### config.mk
export PLATFORM = sky130hd
export DESIGN_NAME = mlrf_classify
export DESIGN_NICKNAME = d
export VERILOG_FILES = /design/src/hdl/mlrf_pkg.sv /design/src/hdl/mlrf_classify.sv
export SDC_FILE = /design/constraint.sdc
export NUM_CORES = 1
export LEC_CHECK = 0
export ABC_AREA = 1
export BUFFER_PORTS_ARGS = -buffer_cell sky130_fd_sc_hd__buf_4
export CELL_PAD_IN_SITES_DETAIL_PLACEMENT = 0
export CELL_PAD_IN_SITES_GLOBAL_PLACEMENT = 1
export CORE_MARGIN = 2
export CORE_UTILIZATION = 27
export DETAILED_ROUTE_END_ITERATION = 8
export PLACE_DENSITY_LB_ADDON = 0.1
export SYNTH_ARGS = -nofsm -noshare
export SYNTH_HDL_FRONTEND = slang
export SYNTH_SLANG_ARGS = --single-unit
export TNS_END_PERCENT = 1
### constraint.sdc
create_clock -name vclk -period 1.9
set_clock_uncertainty 0.05 [all_clocks]
set_input_delay 0.19 -clock vclk [all_inputs]
set_output_delay 0.19 -clock vclk [all_outputs]
set_load 0.005 [all_outputs]
### src/hdl/mlrf_pkg.sv
// Shared types, widths and constants for the loopback receive filter.
`default_nettype none

package mlrf_pkg;

	localparam int MAC_W  = 48;
	localparam int TIME_W = 48;
	localparam int LIFE_W = 32;
	localparam int LEN_W  = 16;

	localparam int TABLE_ENTRIES_DEF = 64;

	localparam logic [LEN_W-1:0] HEADER_BYTES = LEN_W'(14);
	// I/G bit: bit 0 of the first byte, which sits in the top byte
	localparam int GROUP_BIT = MAC_W - 8;

	localparam logic [MAC_W-1:0]  STATION_MAC_RST = '0;
	localparam logic              PROMISCUOUS_RST = 1'b1;
	localparam logic [LIFE_W-1:0] LIFETIME_RST    = LIFE_W'(60000);
	localparam logic [LEN_W-1:0]  MAX_LEN_RST     = LEN_W'(1514);

	typedef enum logic [1:0] {
		CFG_STATION_MAC  = 2'd0,
		CFG_PROMISCUOUS  = 2'd1,
		CFG_LIFETIME     = 2'd2,
		CFG_MAX_LENGTH   = 2'd3
	} cfg_index_t;

	typedef enum logic {
		OP_TRANSMIT = 1'b0,
		OP_RECEIVE  = 1'b1
	} op_t;

	typedef enum logic [2:0] {
		ST_CLEAR,
		ST_IDLE,
		ST_SCAN,
		ST_DRAIN,
		ST_INSERT,
		ST_RESULT
	} state_t;

	// One table entry as held in the RAM
	typedef struct packed {
		logic              used;
		logic [TIME_W-1:0] expiry;
		logic [MAC_W-1:0]  address;
	} entry_t;

	// Classification of a received frame header
	typedef struct packed {
		logic valid;
		logic group;
		logic mine;
	} class_t;

	typedef struct packed {
		logic accepted;
		logic sender_known;
		logic frame_valid;
		logic group_address;
		logic for_station;
		logic table_full;
	} result_t;

endpackage

`default_nettype wire

### src/hdl/mlrf_classify.sv
// Length, source and destination classification of a received frame header.
`default_nettype none

module mlrf_classify (
	input  wire logic [mlrf_pkg::MAC_W-1:0] dest_address,
	input  wire logic [mlrf_pkg::MAC_W-1:0] source_address,
	input  wire logic [mlrf_pkg::LEN_W-1:0] frame_length,
	input  wire logic [mlrf_pkg::MAC_W-1:0] station_mac,
	input  wire logic [mlrf_pkg::LEN_W-1:0] max_frame_length,
	output mlrf_pkg::class_t                cls
);
	import mlrf_pkg::*;

	logic in_range;
	logic bad_source;

	always_comb begin
		in_range   = (frame_length >= HEADER_BYTES) && (frame_length <= max_frame_length);
		bad_source = (source_address == '1) || (source_address == '0)
		          || (source_address == dest_address);
		cls.valid  = in_range && !bad_source;
		// broadcast also has the group bit set
		cls.group  = in_range && dest_address[GROUP_BIT];
		cls.mine   = cls.valid && (cls.group || (dest_address == station_mac));
	end

endmodule

`default_nettype wire

# ---- After elaboration in Yosys (flattened, before gate mapping)
# Cells that the tools add are included.
dict set report totals {
  register_bits 0
  input_bits 176
  word_cells 14
  output_inout_bits 3
}
dict set report op_classes {
  reduce_logical 9
  n_eq_ne 3
  order_cmp 2
}
# operator count
set ops {}
lappend ops {{48-bit equality test} 2}
lappend ops {{48-bit equality test, second input constant} 1}
lappend ops {{48-bit logical NOT} 1}
lappend ops {{16-bit by 4-bit greater-or-equal comparator with 1-bit output, second input constant} 1}
lappend ops {{16-bit less-or-equal comparator} 1}
lappend ops {{1-bit logical AND} 4}
lappend ops {{1-bit logical OR} 3}
lappend ops {{1-bit logical NOT} 1}

# ---- Longest topological paths before layout
# Gate-level depths: netlist of the first run.
dict set report depth {
  word_depth 6
  ltp_mapped 14
  mapped_depth_nobuf 14
}

# ---- Least setup slack after synthesis of the first run
# Ideal clock, no wire load.
dict set report synth_path {
  path_type {input -> output}
  startpoint {in max_frame_length[7] (netlist name)}
  endpoint {out cls[0] (netlist name)}
  arrival_time_ps 1161
  path_stages 10
  slack_ps 499
  required_ps 1660
  path_buffers 0
  cell_sequence {inv_1 ha_1 a21o_1 nor2_1 nand2_1 nand2_1 nand2_1 nand2_1 nand4_1 nor2_2}
}
# element line
set synth_rtl {}
lappend synth_rtl {{start: declaration} mlrf_classify.sv:9} ;# input wire logic [mlrf_pkg::LEN_W-1:0] max_frame_length,
lappend synth_rtl {{end: declaration} mlrf_classify.sv:10} ;# output mlrf_pkg::class_t cls

==> impl_metrics.py, run 1 <==
metrics = {
    "yosys": {
        "synth_warnings": 0,
        "syn_nets": 658,
        "synth_area_sq_mm": 0.002296,
        "synth_cells": 466,
        "ys_types": 18,
        "yosysSeqAreaShare_pct": 0,
        "syn_area_per_cell_sq_um": 4.927,
    },
    "layout": {
        "instances_no_fill": 750,
        "fin_nets": 839,
        "nFlopsAndLatches": 0,
        "drive_gt1_share_pct": 28.68,
        "area.growth.synth_to_final_pct": 64.41,
        "nClkBuffers": 0,
        "multi_input_area_sq_mm": 0.002018,
        "finish.utilization_pct": 45.94,
        "seqCellArea_sq_um": 0,
        "antenna_cells": 0,
        "fill_cells": 910,
        "postLayoutCellArea_sq_mm": 0.003775,
    },
    "sta": {
        "finalHoldWorstSlack_ns": 0.7185,
        "tightest_slew_ns": 0.2868,
        "hold_violations": 0,
        "period_needed_ns": 1.720,
        "grt_setup_unrepaired": "false",
        "max_freq_ghz": 0.5814,
        "max_slew_margin_pct": 80.70,
        "period_share_pct": 90.52,
        "slew_violations": 0,
        "fin_setup_tns_ns": 0,
        "setup_viol": 0,
    },
    "detailed_routing": {
        "wire_per_inst_microns": 10.15,
        "vias_per_cell": 4.145,
        "antenna_left": 0,
        "vias": 3109,
        "drt-total-wl_microns": 7610,
        "firstDrtPassIters": 4,
        "drc": 0,
        "initialDrtViolationCount": 44,
    },
    "worst_setup_path": {
        "crit_path_end": "cls[0]",
        "crit_arrival_ns": 1.48,
        "path_max_fanout": 2,
        "endpoint_kind": "output pin",
        "critPathLaunch": "frame_length[7]",
        "worst_setup_path_start_kind": "input port",
        "required_ns": 1.66,
        "crit_type": "in2out",
    },
    "status": {
        "status": "finished clean",
    },
    "die": {
        "fp.dieH_microns": 96.22,
        "coreArea_sq_mm": 0.008217,
        "dieArea_sq_mm": 0.009257,
        "ios": 179,
        "die_x_microns": 96.22,
        "start_util_pct": 27.94,
        "rows": 33,
    },
    "pwr": {
        "ir_drop_uv": 74.11,
        "power_density_mw_per_mm2": 200.3,
        "leakagePower_uw": 0.002106,
    },
    "grt": {
        "grt_start_max_net_pins": 5,
        "grt_use_total_pct": 14.85,
        "antenna_found_initial": 0,
        "grt_pass1_wl_microns": 11330,
        "first_global_vias": 2803,
        "grt.overflow.total": 0,
    },
    "cts": {
        "postCtsHoldBufs": 0,
    },
    "hold_path": {
        "min_path_cells": 4,
        "hp-class": "in2out",
    },
    "job": {
        "drv_cap": 0,
    },
    "place": {
        "dp.final_hpwl_microns": 7165,
        "place_congestion": 0.8151,
        "io_buffers": 179,
        "placed_area_sq_mm": 0.003771,
        "dp.cells": 750,
    },
}
cells in the final DEF (no fill, tap or decap), drive strengths merged:
cell	count
nand2	193
buf	179
nor2	79
inv	75
xnor2	66
ha	16
nand3	14
a21oi	6
or2	5
nand4	4
nor4	3
nor3	2
o21ai	2
a21o	1
worst max-delay path, cell delays in order:
cell and delay, ns:
buf_4 0.12, ha_1 0.30, a21o_1 0.19, nor2_1 0.10, nand2_1 0.06, nand2_1 0.05, nand2_1 0.04, nand2_1 0.08
nand4_1 0.14, nor2_2 0.10, buf_4 0.11
metrics by stage:
stage | setup slack (ns) | power (uW)
6_report | 0.1801 | 756.0
2_1_floorplan | 0.4986 | 338.6
5_1_grt | 0.02393 | 856.8
3_5_place_dp | 0.1722 | 762.0
3_3_place_gp | 0.1826 | 748.9
4_1_cts | 0.1640 | 766.1
cells by family (layout without fill, tap and decap cells):
kind of cell    Yosys count  after routing  synth area share, %
fa+ha+maj                16             16                8.719
buf+inv                  75            254                12.26
xor+xnor                 66             66                25.18
simple gates            300            300                51.77
compound gates            9              9                2.071
cell usage after synthesis:
| library cell | count | area (sq um) |
|---|---|---|
| nor2_2 | 2 | 12.51 |
| ha_1 | 16 | 200.2 |
| inv_1 | 75 | 281.5 |
| o21ai_1 | 1 | 5.000 |
| or2_0 | 4 | 25.02 |
| nand4_1 | 4 | 25.02 |
| nor3_1 | 1 | 5.000 |
| nand2_1 | 192 | 720.7 |
| nand2_2 | 1 | 6.260 |
| or2_2 | 1 | 6.260 |
| a21o_1 | 1 | 7.510 |
| o21ai_0 | 1 | 5.000 |
| nand3_1 | 14 | 70.07 |
| nor3_2 | 1 | 10.01 |
| xnor2_1 | 66 | 578.1 |
| nor2_1 | 77 | 289.0 |
| a21oi_1 | 6 | 30.03 |
| nor4_1 | 3 | 18.77 |
power by group:
part / switching, uW / internal, uW / leakage, uW
clock: 0 / 0 / 0
sequential: 0 / 0 / 0
combinational: 317 / 439 / 0.00211
area by class of cell:
| class | count | area share (%) |
|---|---|---|
| Tap cell | 105 | 3.480 |
| Multi-Input combinational cell | 391 | 53.46 |
| Timing Repair Buffer | 179 | 35.60 |
| Inverter | 75 | 7.458 |
what timing repair did:
item | CTS | global route
resized for setup | 0 | 1
buffers inserted | 0 | 0
setup endpoints to repair | 0 | 1
worst min path at each step:
stage | slack (ns) | from | endpoint
6_report | 0.72 | dest_address[40] | cls[1]
5_1_grt | 0.77 | dest_address[40] | cls[1]
4_1_cts | 0.73 | dest_address[40] | cls[1]
3_5_place_dp | 0.73 | dest_address[40] | cls[1]
3_3_place_gp | 0.73 | dest_address[40] | cls[1]
2_1_floorplan | 0.44 | dest_address[40] | cls[1]
layer usage:
metal | track usage (%) | part of all wire, % | up-vias
met4 | 1.667 | 1.4 | 0
met3 | 2.036 | 8.6 | 10
li1 | - | - | 1739
met5 | 0 | 0 | -
met2 | 28.36 | 49 | 109
met1 | 17.92 | 41 | 1251
(Power assumes the default switching activity.)
==> inputs of run 2 (changes only) <==
- ABC_AREA: 1 -> 0
- CORE_UTILIZATION: 27 -> 25
- GPL_TIMING_DRIVEN: unset -> 0
==> impl_metrics.py, run 2 <==
metrics = {
    "sta": {
        "period_needed_ns": 1.832,
        "slew_violations": 0,
        "period_share_pct": 96.42,
        "max_slew_margin_pct": 72.81,
        "max_freq_ghz": 0.5459,
        "hold_violations": 0,
        "finalHoldWorstSlack_ns": 0.7092,
        "tightest_slew_ns": 0.4041,
        "setup_viol": 0,
    },
    "yosys": {
        "yosysSeqAreaShare_pct": 0,
        "synth_area_leaders": "xnor2_1 25%, xor2_1 25%, nand4_1 13%",
        "synth_area_sq_mm": 0.001688,
        "synth_warnings": 0,
        "syn_area_per_cell_sq_um": 7.535,
        "ys_types": 22,
        "syn_nets": 416,
        "synth_top_area_share_pct": 24.91,
        "synth_top_cell_by_area": "xnor2_1",
        "synth_common_cells": "48 x xnor2_1, 48 x xor2_1, 35 x nand4_1",
        "synth_cells": 224,
    },
    "detailed_routing": {
        "antenna_left": 0,
        "drc": 0,
        "drt-total-wl_microns": 7853,
        "firstDrtPassIters": 4,
        "initialDrtViolationCount": 56,
        "vias": 2324,
        "wire_per_inst_microns": 16.36,
        "vias_per_cell": 4.842,
    },
    "grt": {
        "grt_start_max_net_pins": 5,
        "first_global_vias": 2368,
        "antenna_found_initial": 0,
        "grt_pass1_wl_microns": 11370,
        "grt.overflow.total": 0,
        "grt_use_total_pct": 19.53,
    },
    "place": {
        "dp.cells": 480,
        "place_congestion": 0.8553,
        "io_buffers": 179,
        "dp.final_hpwl_microns": 7264,
    },
    "layout": {
        "nFlopsAndLatches": 0,
        "layout_commonest_cell": "buf_4",
        "fin_nets": 597,
        "antenna_cells": 0,
        "drive_gt1_share_pct": 47.39,
        "area.growth.synth_to_final_pct": 89.47,
        "instances_no_fill": 480,
        "nClkBuffers": 0,
        "finish.utilization_pct": 49.80,
        "fill_cells": 661,
        "layout_common_cells": "179 x buf_4, 48 x xnor2_1, 48 x xor2_1",
        "seqCellArea_sq_um": 0,
    },
    "cts": {
        "postCtsHoldBufs": 0,
        "postCtsSetupRepairBufs": 0,
    },
    "hold_path": {
        "hp-class": "in2out",
        "hp-start": "dest_address[40]",
        "min_path_cells": 3,
    },
    "worst_setup_path": {
        "required_ns": 1.66,
        "crit_type": "in2out",
        "path_max_fanout": 3,
        "crit_arrival_ns": 1.59,
        "crit_path_end": "cls[0]",
        "critPathLaunch": "max_frame_length[1]",
        "endpoint_kind": "output pin",
        "worst_setup_path_start_kind": "input port",
    },
    "die": {
        "coreArea_sq_mm": 0.006422,
        "fp.dieH_microns": 86.17,
        "dieArea_sq_mm": 0.007424,
        "start_util_pct": 26.28,
        "die_x_microns": 86.17,
        "rows": 29,
        "ios": 179,
    },
    "pwr": {
        "power_density_mw_per_mm2": 217.3,
        "ir_drop_uv": 82.14,
        "leakagePower_uw": 0.001463,
        "p_total_uw": 694.8,
    },
    "status": {
        "status": "finished clean",
    },
    "job": {
        "drv_cap": 0,
    },
}
==> run 2: changes by cell type after synthesis, moves of 4 or more <==
| cell | before | now |
|---|---|---|
| xnor2_1 | 66 | 48 |
| inv_1 | 75 | 16 |
| nor2_1 | 77 | 2 |
| nand3_1 | 14 | 4 |
| xor2_1 | 0 | 48 |
| or2_0 | 4 | 0 |
| nor4_1 | 3 | 33 |
| nand2_1 | 192 | 2 |
| nand4_1 | 4 | 35 |
==> run 2: critical path, cell delays in order <==
cell      delay, ns
buf_4          0.10
inv_1          0.08
ha_4           0.20
nor2b_2        0.14
o211ai_1       0.18
a21oi_1        0.10
o21ai_1        0.12
a22o_1         0.18
o2111a_1       0.18
buf_4          0.11
==> run 2: kinds of logic after synthesis <==
group | Yosys count | share of synthesized area (%)
xor+xnor | 96 | 49.81
simple gates | 80 | 28.76
compound gates | 16 | 6.005
fa+ha+maj | 16 | 11.86
buf+inv | 16 | 3.558
==> run 2: layout make-up <==
| cell class | instances | area, sq um | area share [%] |
|---|---|---|---|
| Tap cell | 77 | 96.34 | 3.013 |
| Timing Repair Buffer | 179 | 1344 | 42.02 |
| Inverter | 16 | 60.06 | 1.878 |
| Multi-Input combinational cell | 208 | 1698 | 53.09 |
==> run 2: metrics by stage <==
stage               cell area (sq um)   TNS, ns  worst slack, ns
floorplan                        1688         0           0.3603
global placement                 3128  -0.02641         -0.01748
detailed placement               3128  -0.01237        -0.008832
CTS                              3138         0          0.02660
global route                     3198  -0.04523         -0.02216
finish                           3198         0          0.06808
==> run 2: how the worst min path moves through the flow <==
stage | slack (ns) | end
after CTS | 0.71 | cls[1]
after detailed placement | 0.71 | cls[1]
after global routing | 0.73 | cls[1]
after floorplan | 0.48 | cls[1]
after global placement | 0.71 | cls[1]
final | 0.71 | cls[1]
==> run 2: report_power, final <==
group          switching, uW  internal, uW  total, uW
Sequential                 0             0          0
Clock                      0             0          0
Combinational            285           410        695
==> run 2: metal layers <==
metal | vias up | share of wire, % | GRT usage (%)
li1 | 1200 | - | -
met1 | 1022 | 42 | 24.30
met2 | 102 | 51 | 37.63
met3 | 0 | 7.3 | 2.502
met4 | 0 | 0 | 0
met5 | - | 0 | 0
==> run 2: timing repair <==
action                                  in CTS  in global routing
endpoints found under the setup margin       2                  3
resized for setup                            2                 11
cloned                                       0                  0
pin swaps                                    0                  7
