===== config.mk =====
export PLATFORM = sky130hd
export DESIGN_NAME = mlrf_ram
export DESIGN_NICKNAME = d
export VERILOG_FILES = /design/src/hdl/mlrf_ram.sv
export SDC_FILE = /design/constraint.sdc
export NUM_CORES = 1
export LEC_CHECK = 0
export ABC_AREA = 1
export BUFFER_PORTS_ARGS = -buffer_cell sky130_fd_sc_hd__buf_2
export CORE_ASPECT_RATIO = 1.4
export CORE_MARGIN = 5
export CORE_UTILIZATION = 45
export DETAILED_ROUTE_END_ITERATION = 12
export SYNTH_ARGS = -nofsm -noshare
export SYNTH_HDL_FRONTEND = slang
export SYNTH_SLANG_ARGS = --single-unit

===== constraint.sdc =====
create_clock -name clk -period 2.53 [get_ports clk]
set_clock_uncertainty 0.15 [all_clocks]
set_input_delay 0.3795 -clock clk [delete_from_list [all_inputs] [get_ports clk]]
set_output_delay 0.3795 -clock clk [all_outputs]
set_load 0.01 [all_outputs]

===== src/hdl/mlrf_ram.sv =====
// Generic single-write, single-read RAM with registered read data.
`default_nettype none

module mlrf_ram #(
	parameter int WIDTH = 8,
	parameter int DEPTH = 64
) (
	input  wire logic                     clk,
	input  wire logic                     we,
	input  wire logic [$clog2(DEPTH)-1:0] waddr,
	input  wire logic [WIDTH-1:0]         wdata,
	input  wire logic [$clog2(DEPTH)-1:0] raddr,
	output logic      [WIDTH-1:0]         rdata
);

	logic [WIDTH-1:0] mem [DEPTH];

	always_ff @(posedge clk) begin
		if (we) begin
			mem[waddr] <= wdata;
		end
		rdata <= mem[raddr];
	end

endmodule

`default_nettype wire


---- Word-level counts from Yosys, hierarchy flattened ----
Memory sizes are Yosys's and may differ from the RTL's. A register that Yosys moved wholly into a read port is not among the register bits.
Index checks and enable logic that the tools add are counted.
storage, ports and cells
  register bits after elaboration ......... 0
  RAM bits ................................ 512
  input bits .............................. 22
  output and inout port bits .............. 8
  logic and storage cells ................. 3
  memories ................................ 1
memories
  memory  words  bits a word  read ports  clocked after memory_dff  wr ports  RTL line  text
  mem     64     8            1           1                         1         16        logic [WIDTH-1:0] mem [DEPTH];
cells by class
  mux-type cells .......................... 2
operators with widths
  operator          count
  1-bit 2-to-1 mux  2

---- Longest topological paths before layout ----
Gate-level depths: netlist of the first run.
  word-level depth ........................ 2
  depth in mapped cells ................... 12
  depth with buffers taken out ............ 9

---- Least setup slack after synthesis of the first run ----
Ideal clock, no wire load.
  path type ............................... input port to flip-flop
  start ................................... input we
  end ..................................... memory mem[48][0], enable pin
  library setup time ...................... 0.395 ns
  data arrival time ....................... 1.751 ns
  required time ........................... 1.985 ns
  slack ................................... 0.234 ns
  stages .................................. 3
  path buffers ............................ 1
  cell sequence ........................... clkbuf_1 -> nand4_1 -> nor4_1
on the way
  cells in the longest elaborated chain, start to end .. 2
RTL lines
  item                                    RTL line  text
  start: declaration                      9         input wire logic we,
  1-bit 2-to-1 mux                        19        if (we) begin
  1-bit 2-to-1 mux (not written as such)  20        mem[waddr] <= wdata;
  end: declaration                        16
Every way passes these cells.

==> results, run 1 <==
- The run finished with clean final reports.
- In the post-synthesis netlist, the biggest area contributors are edfxtp_1, nand2_1, nand3_1.
- STA classifies the critical path endpoint as a flip-flop.
- The number of buffers on the longest clock path is 3.
- The number of antenna violations at the first check in global routing is 0.
- The total clock buffers created by CTS is 48.
- In this run the power density over the cells is ~740 mW/mm².
- Sorting the synthesized cells by how often they occur yields nand2_1, edfxtp_1, nand3_1, nor2_1, buf_2.
- The number of clock sinks is 520.
- The I/O pin count is 30.
- In the routed design, unresolved DRC markers number 0.
- The smallest clock period supported by the final layout is computed as around 1.8 ns.
- The die is 194 µm wide.
- The first routing iteration left 1300 violations.
- Setup total negative slack on the finished layout was measured at 0 ns.
- The net count of the finished layout is about 1900.
- The largest voltage drop on the vdd net is roughly 0.54 mV.
- The CTS tree is yes.
- Clock-pin slew was measured on the worst setup and hold paths at ~0.060 ns.
- After synthesis, the netlist uses 16 different library cells.
- After synthesis the cells add up to 0.0213 mm².
- Once the clock tree was built, the resizer swapped 0 gates to a different size.
- The via count of the first global-routing pass came to about 14000.
- The initial utilization of the core area, before any placement, comes to about 45%.
- Wires add up to about 56000 µm.
- The signal on the critical path passes through clkbuf_8 -> inv_8 -> buf_12 -> nand2_1 -> nand3_1 -> nand3_1 -> nand2_1 -> nand2_1 -> nand3_1 -> nand3_1 -> nand2_1.
- Global routing used between 20% and 30% of the available tracks across all layers.
- The final cell area excluding filler cells is around 0.024 mm².
- Setup repair after global routing left no endpoint under its margin.
- Counting flops and latches in the post-synthesis netlist gives 520.
- For this block, the via count after detailed routing is 14000.
- CTS built an H-tree with a depth of 2.
- For this run, the slowest stage of the critical path takes between 0.3 and 0.4 ns.
- Global routing finished with a remaining overflow of 0.
- Entering global routing, the biggest net connects between 70 and 80 pins.
- The highest-delay cell along the critical path is buf_12.
- The number of buffer cells added on primary ports is 29.
- The total setup buffers inserted after CTS is 0.
- The synthesized netlist net count is approximately 1800.
- In this run the remaining antenna-violating nets after routing total 0.
- The first global-routing pass estimated approximately 85000 µm of wire.
- The region available for standard cell placement spans 0.0469 mm².
- The area share of the leading cell type in the synthesized netlist is ~72%.
- After detailed routing, the average wire length per cell comes to between 20 and 25 µm.
- The clock reaches the later pin of the worst-skew pair after between 0.5 and 0.6 ns.
- Setup violations remaining at the end of the flow were counted as 0.
- Routability-driven placement finished with a final weighted congestion of 0.873.
- The final count of hold timing violations is 0.
- For this run, the share of the core covered by cells in the final layout is 51.5%.
- The number of buffers and inverters on the critical path is 3.
- The cell area reported after detailed placement is 0.0226 mm².
- The standby leakage power is between 8 and 9 nW.
- Across the run, the number of max-cap violations was 0.
- The count of flip-flops with a built-in enable after synthesis is between 500 and 600.
- In the synthesized netlist the dominant register cell turns out to be edfxtp_1.
- Derived from the worst setup path, the maximum achievable clock frequency is 564 MHz.
- For the pin with the worst max-slew slack, the measured transition is 0.791 ns.
- In the synthesized netlist, the number of instances is between 1500 and 2000.
- The maximum fanout encountered on the critical timing path is between 60 and 70.
- The first-pass iteration count of the detailed router is 5.
- The sequential cell area fraction in the yosys report is 72.8%.
- The yosys synthesis warning count is 0.
- Cells with a size suffix above 1 make up roughly 11% of the layout.
- The number of buffers added to fix hold violations after cts is 1.
- The count of pins over their slew limit is 0.
- The type of origin of the critical path is an input pin.
- Among cell families on the critical path, the largest total delay comes from simple AND/OR/NAND/NOR gates.
- In the synthesized netlist the async set-or-reset flop fraction comes to 0%.
- The via density per instance is 5.49.
- In this run the worst hold path is classified as input pin to flip-flop.
- The data required time at the worst endpoint is 2.88 ns.
- edfxtp_1 takes more of the synthesized area than any other cell.
- The most frequently used cell type in the post-synthesis netlist is nand2_1.
- The CTS root buffer is clkbuf_16.
- A synthesized cell averages between 10 and 15 µm².
- The setup slack of the worst register-to-register path is 0.90 ns.
- The part of the cycle the worst path needs is roughly 70%.
- Data arrives at the worst endpoint at 2.12 ns.
- The number of diodes is 0.
- Detailed placement finished with a half-perimeter wire length of 34500 µm.
- The die covers 0.0519 mm².
- Measured against its own limit, the worst slew margin works out to ~47%.
- The number of rows created at floorplan is between 90 and 100.
- Relative to the synthesized area, the layout overhead comes to 13.3%.
- The critical path is of the input pin to flip-flop type.
- From bottom edge to top edge, the die measures roughly 270 µm.
-- layout by cell type (no fill, tap or decap), drive strengths merged --
cell type    count
dfxtp            8
clkbuf          60
clkinvlp         3
inv             13
nand3          439
nand4            9
nand2          648
dlygate4sd3      1
edfxtp         512
bufinv           3
nor4             8
clkinv          23
nor2            56
buf            143
-- power by group --
group / internal, mW / total [mW] / switching (mW) / leakage, nW
Combinational: 0.331 / 1.20 / 0.868 / 3.40
Sequential: 9.53 / 9.56 / 0.0325 / 4.67
Clock: 3.93 / 7.05 / 3.12 / 0.746
-- cell type report --
class                      count  area (µm²)
sequential                   520       15500
tap                          624         781
inverter                      12        55.1
fill                        4008       22800
multi-input combinational   1160        4950
clock inverter                30         240
clock buffer                  59        1280
timing repair buffer         145        1330
-- sequential cells by signal (all words and copies together), names as in the netlist --
name,flops
mem,512
rdata,8
-- per-stage QoR --
stage / setup slack (ns) / power, mW / hold slack, ns / instances
2_1_floorplan: 0.234 / 10.4 / 0.328 / 1805
3_3_place_gp: 0.259 / 10.9 / 0.605 / 2460
3_5_place_dp: 0.220 / 10.9 / 0.609 / 2460
4_1_cts: 0.809 / 18.0 / 0.154 / 2550
5_1_grt: 0.606 / 18.4 / 0.176 / 2550
6_report: 0.758 / 17.8 / 0.168 / 2550
-- layer usage --
| layer | vias up | track usage [%] | wire length, µm |
|---|---|---|---|
| met5 | - | 0 | 0 |
| met3 | 135 | 3.11 | 3600 |
| met4 | 0 | 9.09 | 2510 |
| li1 | 6507 | - | - |
| met2 | 515 | 36.4 | 27500 |
| met1 | 6838 | 27.7 | 22200 |
-- path summary, 6_finish.rpt --
kind | start | end | cells after the start
setup / recovery | raddr[0] | rdata[6] | 11
hold / removal | wdata[6] | mem[58][6] | 1
setup reg to reg | mem[7][1] | rdata[1] | 8
hold reg to reg | mem[28][2] | rdata[2] | 8
-- kinds of logic (layout without fill, tap and decap cells) --
| kind of cell | Yosys count | count (layout) | synth area share (%) |
|---|---|---|---|
| buffers and inverters | 125 | 246 | 4.02 |
| DFF | 520 | 520 | 72.8 |
| and+or+nand+nor | 1160 | 1160 | 23.2 |
No activity file was read; power rests on OpenSTA's default activity.
==> inputs of run 2 (changes only) <==
Settings changed: ABC_AREA 1 to 0.
Clock period 2.53 ns to 1.5 ns, I/O delays scaled along.
==> results, run 2 <==
- Outcome: finished, violations left (was complete, no violations).
- The checks that failed: negative setup slack.
- The data required time at the worst endpoint was 1.80 ns (was 2.88 ns).
- The total setup buffers inserted after CTS is 0 (unchanged).
- The fraction of synthesis flops using an asynchronous set or reset pin is 0% (unchanged).
- The overall die area came to 0.0492 mm² (was 0.0519 mm²).
- The setup TNS after final layout was -3.24 ns (was 0 ns).
- The global-route wire length before repair is 70600 µm (was 85100 µm).
- The area taken by flip-flops and latches came to 0.0156 mm² (was 0.0155 mm²).
- The insertion delay to the later sink of the worst-skew pair is 0.57 ns (was 0.58 ns).
- The count of flip-flops with a built-in enable after synthesis is 512 (unchanged).
- The cell area reported after detailed placement is 0.0238 mm² (was 0.0226 mm²).
- The clock slew seen by the registers of the worst setup and hold paths was 0.06 ns (about the same).
- The total routing usage reported by global routing came to 19.6% (was 21.4%).
- The total number of vias is 9848 (was 14000).
- The destination of the critical timing path is rdata[4] (was rdata[6]).
- The post-synthesis share of cell area spent on xor and xnor gates is 0% (unchanged).
- The headroom to the max-slew limit is 67.0% (was 47.3%).
- The net switching power figure is 6.27 mW (was 4.02 mW).
- Most area-consuming cells after synthesis: edfxtp_1, mux4_2, nor2_1 (was edfxtp_1, nand2_1, nand3_1).
- The number of cells traversed by the worst register-to-register path is 5 (was 8).
- The fraction of the mapped netlist area in adder cells is 0% (unchanged).
- The chip width is 189 µm (was 194 µm).
- The part of the total power dissipated in sequential elements was 54.1% (was 53.7%).
- The total chip power came to 29.8 mW (was 17.8 mW).
- The first-pass iteration count of the detailed router is 4 (was 5).
- The data arrival time of the worst path is 2.25 ns (was 2.12 ns).
- The type of origin of the critical path is a flip-flop (was input pin).
- The total DRC errors in the routed layout is 0 (unchanged).
- The number of diodes came to 0 (unchanged).
- The switching share of power is 21.0% (was 22.6%).
- The number of max-cap violations came to 0 (unchanged).
- The number of buffers on the longest clock path is 3 (unchanged).
- The number of standard cells in the layout, taps in and fillers out is 1742 (was 2550).
- Largest registers in the final layout: mem (512), rdata (8) (unchanged).
- The number of rows created at floorplan is 91 (was 94).
- The number of buffer cells added on primary ports is 29 (unchanged).
- The final count of hold timing violations is 0 (unchanged).
- The area share of the leading cell type in the synthesized netlist is 76.2% (was 72.0%).
- The launching point of the worst reg2reg path is mem[21][4] (was mem[7][1]).
- The post-route core utilization is 57.5% (was 51.5%).
- The sequential cell area fraction in the yosys report was 77.0% (was 72.8%).
- The final cell area excluding filler cells is 0.0254 mm² (was 0.0242 mm²).
- The net total in the final layout is 1171 (was 1909).
- The largest register by flop count is mem (unchanged).
- The maximum fanout encountered on the critical timing path is 1 (was 69).
- The via density per instance is 5.65 (was 5.49).
- The CTS root buffer is clkbuf_16 (unchanged).
- The part of the cycle the worst path needs is 130%.
- The area of the mapped netlist is 0.0202 mm² (was 0.0213 mm²).
- The final setup slack of the worst path came to -0.453 ns (was 0.758 ns).
- The number of standard cells after synthesis is 940 (was 1805).
- The total length of routed wires is 47100 µm (was 55800 µm).
- The standby leakage power is 8.13 nW (was 8.82 nW).
- The total of fill cells in the finished design is 3249 (was 4008).
- The flip-flop cell with the highest count after synthesis is edfxtp_1 (unchanged).
- The clock group share of total power is 39.1% (was 39.6%).
- The cell total after placement is 1656 (was 2460).
- The internal power is 23.6 mW (was 13.8 mW).
- The total global routing overflow is 0 (unchanged).
- The remaining antenna violation count after routing is 0 (unchanged).
- The type of the worst setup path is flip-flop to flip-flop (was input pin to flip-flop).
- The starting DRC count in detailed routing is 644 (was 1300).
- The share of post-route cells with drive strength above 1 is 43.2% (was 11.3%).
- The kind of path behind the tightest hold check is input pin to flip-flop (unchanged).
- The simple-gate share of the synthesized area is 3.39% (was 23.2%).
- The total power divided by cell area is 1170 mW/mm² (was 737 mW/mm²).
- The effective utilization at floorplan is 45.6% (was 45.5%).
- The synthesized netlist net count is 962 (was 1827).
- The number of clock sinks is 520 (unchanged).
- The cell type with the highest aggregate area in the netlist is edfxtp_1 (unchanged).
- Cell types with the highest counts after synthesis: edfxtp_1, mux4_2, nor2_1, mux2i_1, nand2_1 (was nand2_1, edfxtp_1, nand3_1, nor2_1, buf_2).
- The compound-cell area share of the yosys netlist is 2.07% (was 0%).
- The number of register bits inferred by synthesis is 520 (unchanged).
- The detailed-route wire length per cell came to 27.0 µm (was 21.9 µm).
- The time the final worst path needs with I/O delays and setup is 1.95 ns.
- The setup slack of the worst register-to-register path is -0.45 ns (was 0.90 ns).
- The worst slack at placement was -1.05 ns (was 0.220 ns).
- The dominant combinational cell family by area after synthesis is multiplexers (was simple AND/OR/NAND/NOR gates).
- The yosys synthesis warning count came to 0 (unchanged).
- The final RePlAce weighted congestion was 0.829 (was 0.873).
- The most frequently used cell type in the post-synthesis netlist was edfxtp_1 (was nand2_1).
- The number of distinct standard cells referenced by the synthesized netlist is 40 (was 16).
- The most common cell after layout, fill and taps aside was edfxtp_1 (was nand2_1).
- Setup repair after global routing missed its margin: yes (was no).
- The flip-flop count of the largest register, all copies and words added is 512 (unchanged).
- The startpoint of the worst setup timing path is mem[21][4] (was raddr[0]).
- The HPWL after detailed placement is 32100 µm (was 34500 µm).
- The number of antenna violations at the first check in global routing is 0 (unchanged).
- The synthesis-to-layout area growth came to 26.1% (was 13.3%).
- The count of pins over their slew limit is 0 (unchanged).
- The maximum operating frequency is around 510 MHz.
- The via count of the first global-routing pass is 10500 (was 13900).
- The kind of end point of the critical path is a flip-flop (unchanged).
- The die span in y is 260 µm (was 268 µm).
- The total core area is 0.0442 mm² (was 0.0469 mm²).
- Commonest cells after routing, fill and taps aside: edfxtp_1, mux4_2, buf_4 (was nand2_1, edfxtp_1, nand3_1).
- The total clock buffers created by CTS came to 47 (was 48).
- The part of the total power dissipated in combinational logic is 6.8% (was 6.7%).
- The largest net degree at the start of global routing was 65 (was 71).
- The area of the multi-input gates is 0.00500 mm² (was 0.00495 mm²).
- The post-synthesis area per instance is 21.5 µm² (was 11.8 µm²).
- The I/O pin count was 30 (unchanged).
- The CTS tree is yes (unchanged).
- The mux share of post-synthesis cell area is 15.9% (was 0%).
- The endpoint of the lowest-slack register-to-register path is rdata[4] (was rdata[1]).
- The largest voltage drop on the vdd net is 0.962 mV (was 0.535 mV).
- The worst hold-check slack is 0.00443 ns (was 0.168 ns).
- The number of failing setup endpoints in the final timing report is 8 (was 0).
- The transition time at the pin with the least slew margin is 0.490 ns (was 0.791 ns).
- The H-tree level count is 2 (unchanged).
-- run 2: cell count changes in the layout (fill, tap and decap cells not counted), moves of 8 or more --
cell	before	now
nor2b_1	0	10
mux2_2	0	12
mux4_2	0	126
mux2i_1	0	23
o22ai_1	0	8
nand3_1	439	8
nand2_1	648	14
nor2_4	0	60
nor2_1	56	19
inv_1	9	0
buf_12	24	91
o221ai_1	0	8
-- run 2: cell type report --
class | count | area share, %
clock inverters | 26 | 0.979
clock buffers | 58 | 4.87
repair buffers | 211 | 10.6
multi-input cells | 369 | 19.7
flip-flops and latches | 520 | 61.2
well taps | 558 | 2.75
-- run 2: logic make-up after synthesis --
group           count (synthesis)
flops                         520
simple gates                  153
mux                           162
buf+inv                        51
compound gates                 54
-- run 2: worst min path at each step --
stage / from / to / slack, ns / cells past startpoint
after floorplan: wdata[0] / mem[0][0] / 0.17 / 0
after global placement: raddr[5] / rdata[3] / 0.49 / 3
after detailed placement: raddr[5] / rdata[3] / 0.49 / 3
after CTS: wdata[7] / mem[27][7] / 0.003 / 1
after global routing: wdata[7] / mem[30][7] / 0.006 / 1
final: wdata[7] / mem[31][7] / 0.004 / 1
-- run 2: timing repair --
action | 4_1_cts | 5_1_grt
pin swaps | 3 | 0
endpoints found under the setup margin | 15 | 12
hold endpoints to repair | 46 | 0
cloned | 0 | 0
gates resized for setup | 26 | 9
hold buffers | 3 | 0
-- run 2: layer usage --
layer | wire length [µm] | global-route usage, % | up-vias
met3 | 2090 | 2.53 | 63
met5 | 0 | 0 | -
met1 | 18300 | 25.0 | 5184
met4 | 1330 | 5.99 | 0
li1 | - | - | 4359
met2 | 25400 | 35.4 | 242
-- run 2: power groups by stage --
stage          Sequential [mW]  Clock, mW  Combinational (mW)
6_report                  16.1       11.7                2.01
5_1_grt                   16.1       12.6                2.14
4_1_cts                   16.1       11.9                2.04
3_5_place_dp              16.4          0                2.00
3_3_place_gp              16.4          0                1.97
2_1_floorplan             16.4          0               0.990
-- run 2: worst max-delay path: stages (launching register included) --
cell      delay (ns)
edfxtp_1        0.36
mux4_2          0.46
mux2_2          0.27
o221a_2         0.29
nor3_4          0.16
o32ai_1         0.13
==> inputs of run 3 (changes only) <==
Settings changed: PLACE_DENSITY_LB_ADDON set to 0.25.
==> results, run 3 (synthesis results as in run 2) <==
- The total global routing overflow is 0 (unchanged).
- The final count of hold timing violations was 0 (unchanged).
- The total clock buffers created by CTS is 47 (unchanged).
- The first-pass iteration count of the detailed router came to 5 (was 4).
- Commonest cells after routing, fill and taps aside: edfxtp_1, mux4_2, buf_4 (unchanged).
- The most common cell after layout, fill and taps aside is edfxtp_1 (unchanged).
- The remaining antenna violation count after routing is 0 (unchanged).
- The total number of vias came to 9959 (was 9848).
- The global-route wire length before repair is 68900 µm (was 70600 µm).
- The largest voltage drop on the vdd net is 1.03 mV (was 0.962 mV).
- The part of the cycle the worst path needs is 135% (was 130%).
- The via count of the first global-routing pass is 10500 (about the same).
- The HPWL after detailed placement is 30800 µm (was 32100 µm).
- The CTS root buffer was clkbuf_16 (unchanged).
- The H-tree level count is 2 (unchanged).
- The largest register by flop count is mem (unchanged).
- Cells along the critical path: mux4_2 -> mux2_4 -> o221a_4 -> nor3_4 -> buf_6 -> o32ai_2 (was mux4_2 -> mux2_2 -> o221a_2 -> nor3_4 -> o32ai_1).
- The type of the worst setup path is flip-flop to flip-flop (unchanged).
- The data required time at the worst endpoint came to 1.78 ns (was 1.80 ns).
- Setup repair after global routing missed its margin: yes (unchanged).
- The maximum fanout encountered on the critical timing path came to 1 (unchanged).
- The I/O pin count was 30 (unchanged).
- The die span in y came to 260 µm (unchanged).
- The launching point of the worst reg2reg path was mem[29][6] (was mem[21][4]).
- The final RePlAce weighted congestion is 0.811 (was 0.829).
- The total setup buffers inserted after CTS came to 0 (unchanged).
- The number of clock sinks is 520 (unchanged).
- The via density per instance is 5.77 (was 5.65).
- The startpoint of the worst setup timing path is mem[29][6] (was mem[21][4]).
- The number of failing setup endpoints in the final timing report is 8 (unchanged).
- The clock slew seen by the registers of the worst setup and hold paths is 0.06 ns (about the same).
- The total of fill cells in the finished design was 3285 (was 3249).
- The total routing usage reported by global routing came to 19.0% (was 19.6%).
- The standby leakage power is 7.97 nW (was 8.13 nW).
- The net total in the final layout is 1153 (was 1171).
- The cell area reported after detailed placement is 0.0233 mm² (was 0.0238 mm²).
- Failing checks: negative setup slack (unchanged).
- The largest net degree at the start of global routing was 65 (unchanged).
- The maximum operating frequency is 494 MHz (was 512 MHz).
- Outcome: finished, violations left (unchanged).
- The overall die area is 0.0492 mm² (unchanged).
- The final setup slack of the worst path is -0.524 ns (was -0.453 ns).
- The total DRC errors in the routed layout came to 0 (unchanged).
- The number of max-cap violations is 0 (unchanged).
- The flip-flop count of the largest register, all copies and words added is 512 (unchanged).
- The total power divided by cell area is 1200 mW/mm² (was 1170 mW/mm²).
- The headroom to the max-slew limit is 64.5% (was 67.0%).
- The count of pins over their slew limit came to 0 (unchanged).
- The total length of routed wires is 46300 µm (was 47100 µm).
- The highest-delay cell along the critical path is mux4_2 (unchanged).
- The number of antenna violations at the first check in global routing is 1 (was 0).
- The synthesis-to-layout area growth is 23.9% (was 26.1%).
- The data arrival time of the worst path is 2.31 ns (was 2.25 ns).
- The total chip power is 29.9 mW (was 29.8 mW).
- The number of buffer cells added on primary ports is 29 (unchanged).
- The critical hold path startpoint is wdata[1] (was wdata[7]).
- The CTS tree was yes (unchanged).
- The stage delay of the slowest cell on the critical path is 0.48 ns (was 0.46 ns).
- The detailed-route wire length per cell was 26.8 µm (was 27.0 µm).
- The kind of path behind the tightest hold check is input pin to flip-flop (unchanged).
- The final cell area excluding filler cells is 0.0250 mm² (was 0.0254 mm²).
- The chip width came to 189 µm (unchanged).
- The number of rows created at floorplan came to 91 (unchanged).
- Largest registers in the final layout: mem (512), rdata (8) (unchanged).
- The share of post-route cells with drive strength above 1 is 42.5% (was 43.2%).
- The time the final worst path needs with I/O delays and setup came to 2.02 ns (was 1.95 ns).
- The total core area was 0.0442 mm² (unchanged).
- The starting DRC count in detailed routing came to 871 (was 644).
- The transition time at the pin with the least slew margin is 0.528 ns (was 0.490 ns).
- The number of buffers on the longest clock path is 3 (unchanged).
- The effective utilization at floorplan is 45.6% (unchanged).
- The kind of end point of the critical path is a flip-flop (unchanged).
- The type of origin of the critical path is a flip-flop (unchanged).
- The insertion delay to the later sink of the worst-skew pair is 0.56 ns (was 0.57 ns).
-- run 3: cell count changes in the layout (fill, tap and decap cells not counted), sizes merged --
cell,change
buf,-17
inv,+2
clkinv,+1
clkinvlp,-1
diode,+1
dlygate4sd3,-1
-- run 3: worst paths after layout --
check | endpoint | slack (ns) | cells past startpoint
worst max-delay path | rdata[6] | -0.52 | 6
worst min-delay path | mem[16][1] | 0.01 | 2
worst max register to register | rdata[6] | -0.52 | 6
worst min register to register | rdata[4] | 0.70 | 3
-- run 3: final cells by class --
| type | instances | area, µm² | area share (%) |
|---|---|---|---|
| sequential | 520 | 15500 | 62.2 |
| multi-input combinational | 369 | 5050 | 20.2 |
| timing repair buffer | 193 | 2190 | 8.78 |
| clock buffer | 58 | 1260 | 5.04 |
| tap | 558 | 698 | 2.80 |
| clock inverter | 28 | 239 | 0.957 |
| antenna | 1 | 2.50 | 0.0100 |
-- run 3: per-stage QoR --
step	worst slack [ns]	setup TNS [ns]	cells	hold slack (ns)	util, %
floorplan	-0.423	-50.41	940	0.174	-
global route	-0.589	-3.89	1727	0.0186	56.5
detailed placement	-1.07	-80.98	1638	0.479	52.8
finish	-0.524	-3.52	1727	0.0137	56.5
global placement	-1.08	-76.19	1638	0.468	52.8
CTS	-0.595	-3.58	1726	0.00582	56.5
-- run 3: timing repair --
item                                    4_1_cts  5_1_grt
endpoints found under the setup margin       11       10
gates resized for setup                      28        8
pin swaps                                     4        3
endpoints found under the hold margin        13        0
hold buffers                                  2        0
-- run 3: routing by layer --
| layer | global-route usage [%] | wire length, µm |
|---|---|---|
| met4 | 5.83 | 1360 |
| met2 | 34.7 | 25100 |
| met1 | 23.8 | 18000 |
| met5 | 0 | 0 |
| met3 | 2.34 | 1920 |
-- run 3: worst max-delay path, delay by kind of cell (launching register included) --
kind | cells | cell delay (ns)
simple gates | 1 | 0.14
flops | 1 | 0.36
buf+inv | 1 | 0.14
mux | 2 | 0.76
compound gates | 2 | 0.35
-- run 3: where the power goes --
group / switching (mW) / internal [mW]
sequential: 0.0498 / 16.1
combinational: 1.09 / 0.860
clock: 5.11 / 6.67
total: 6.25 / 23.6
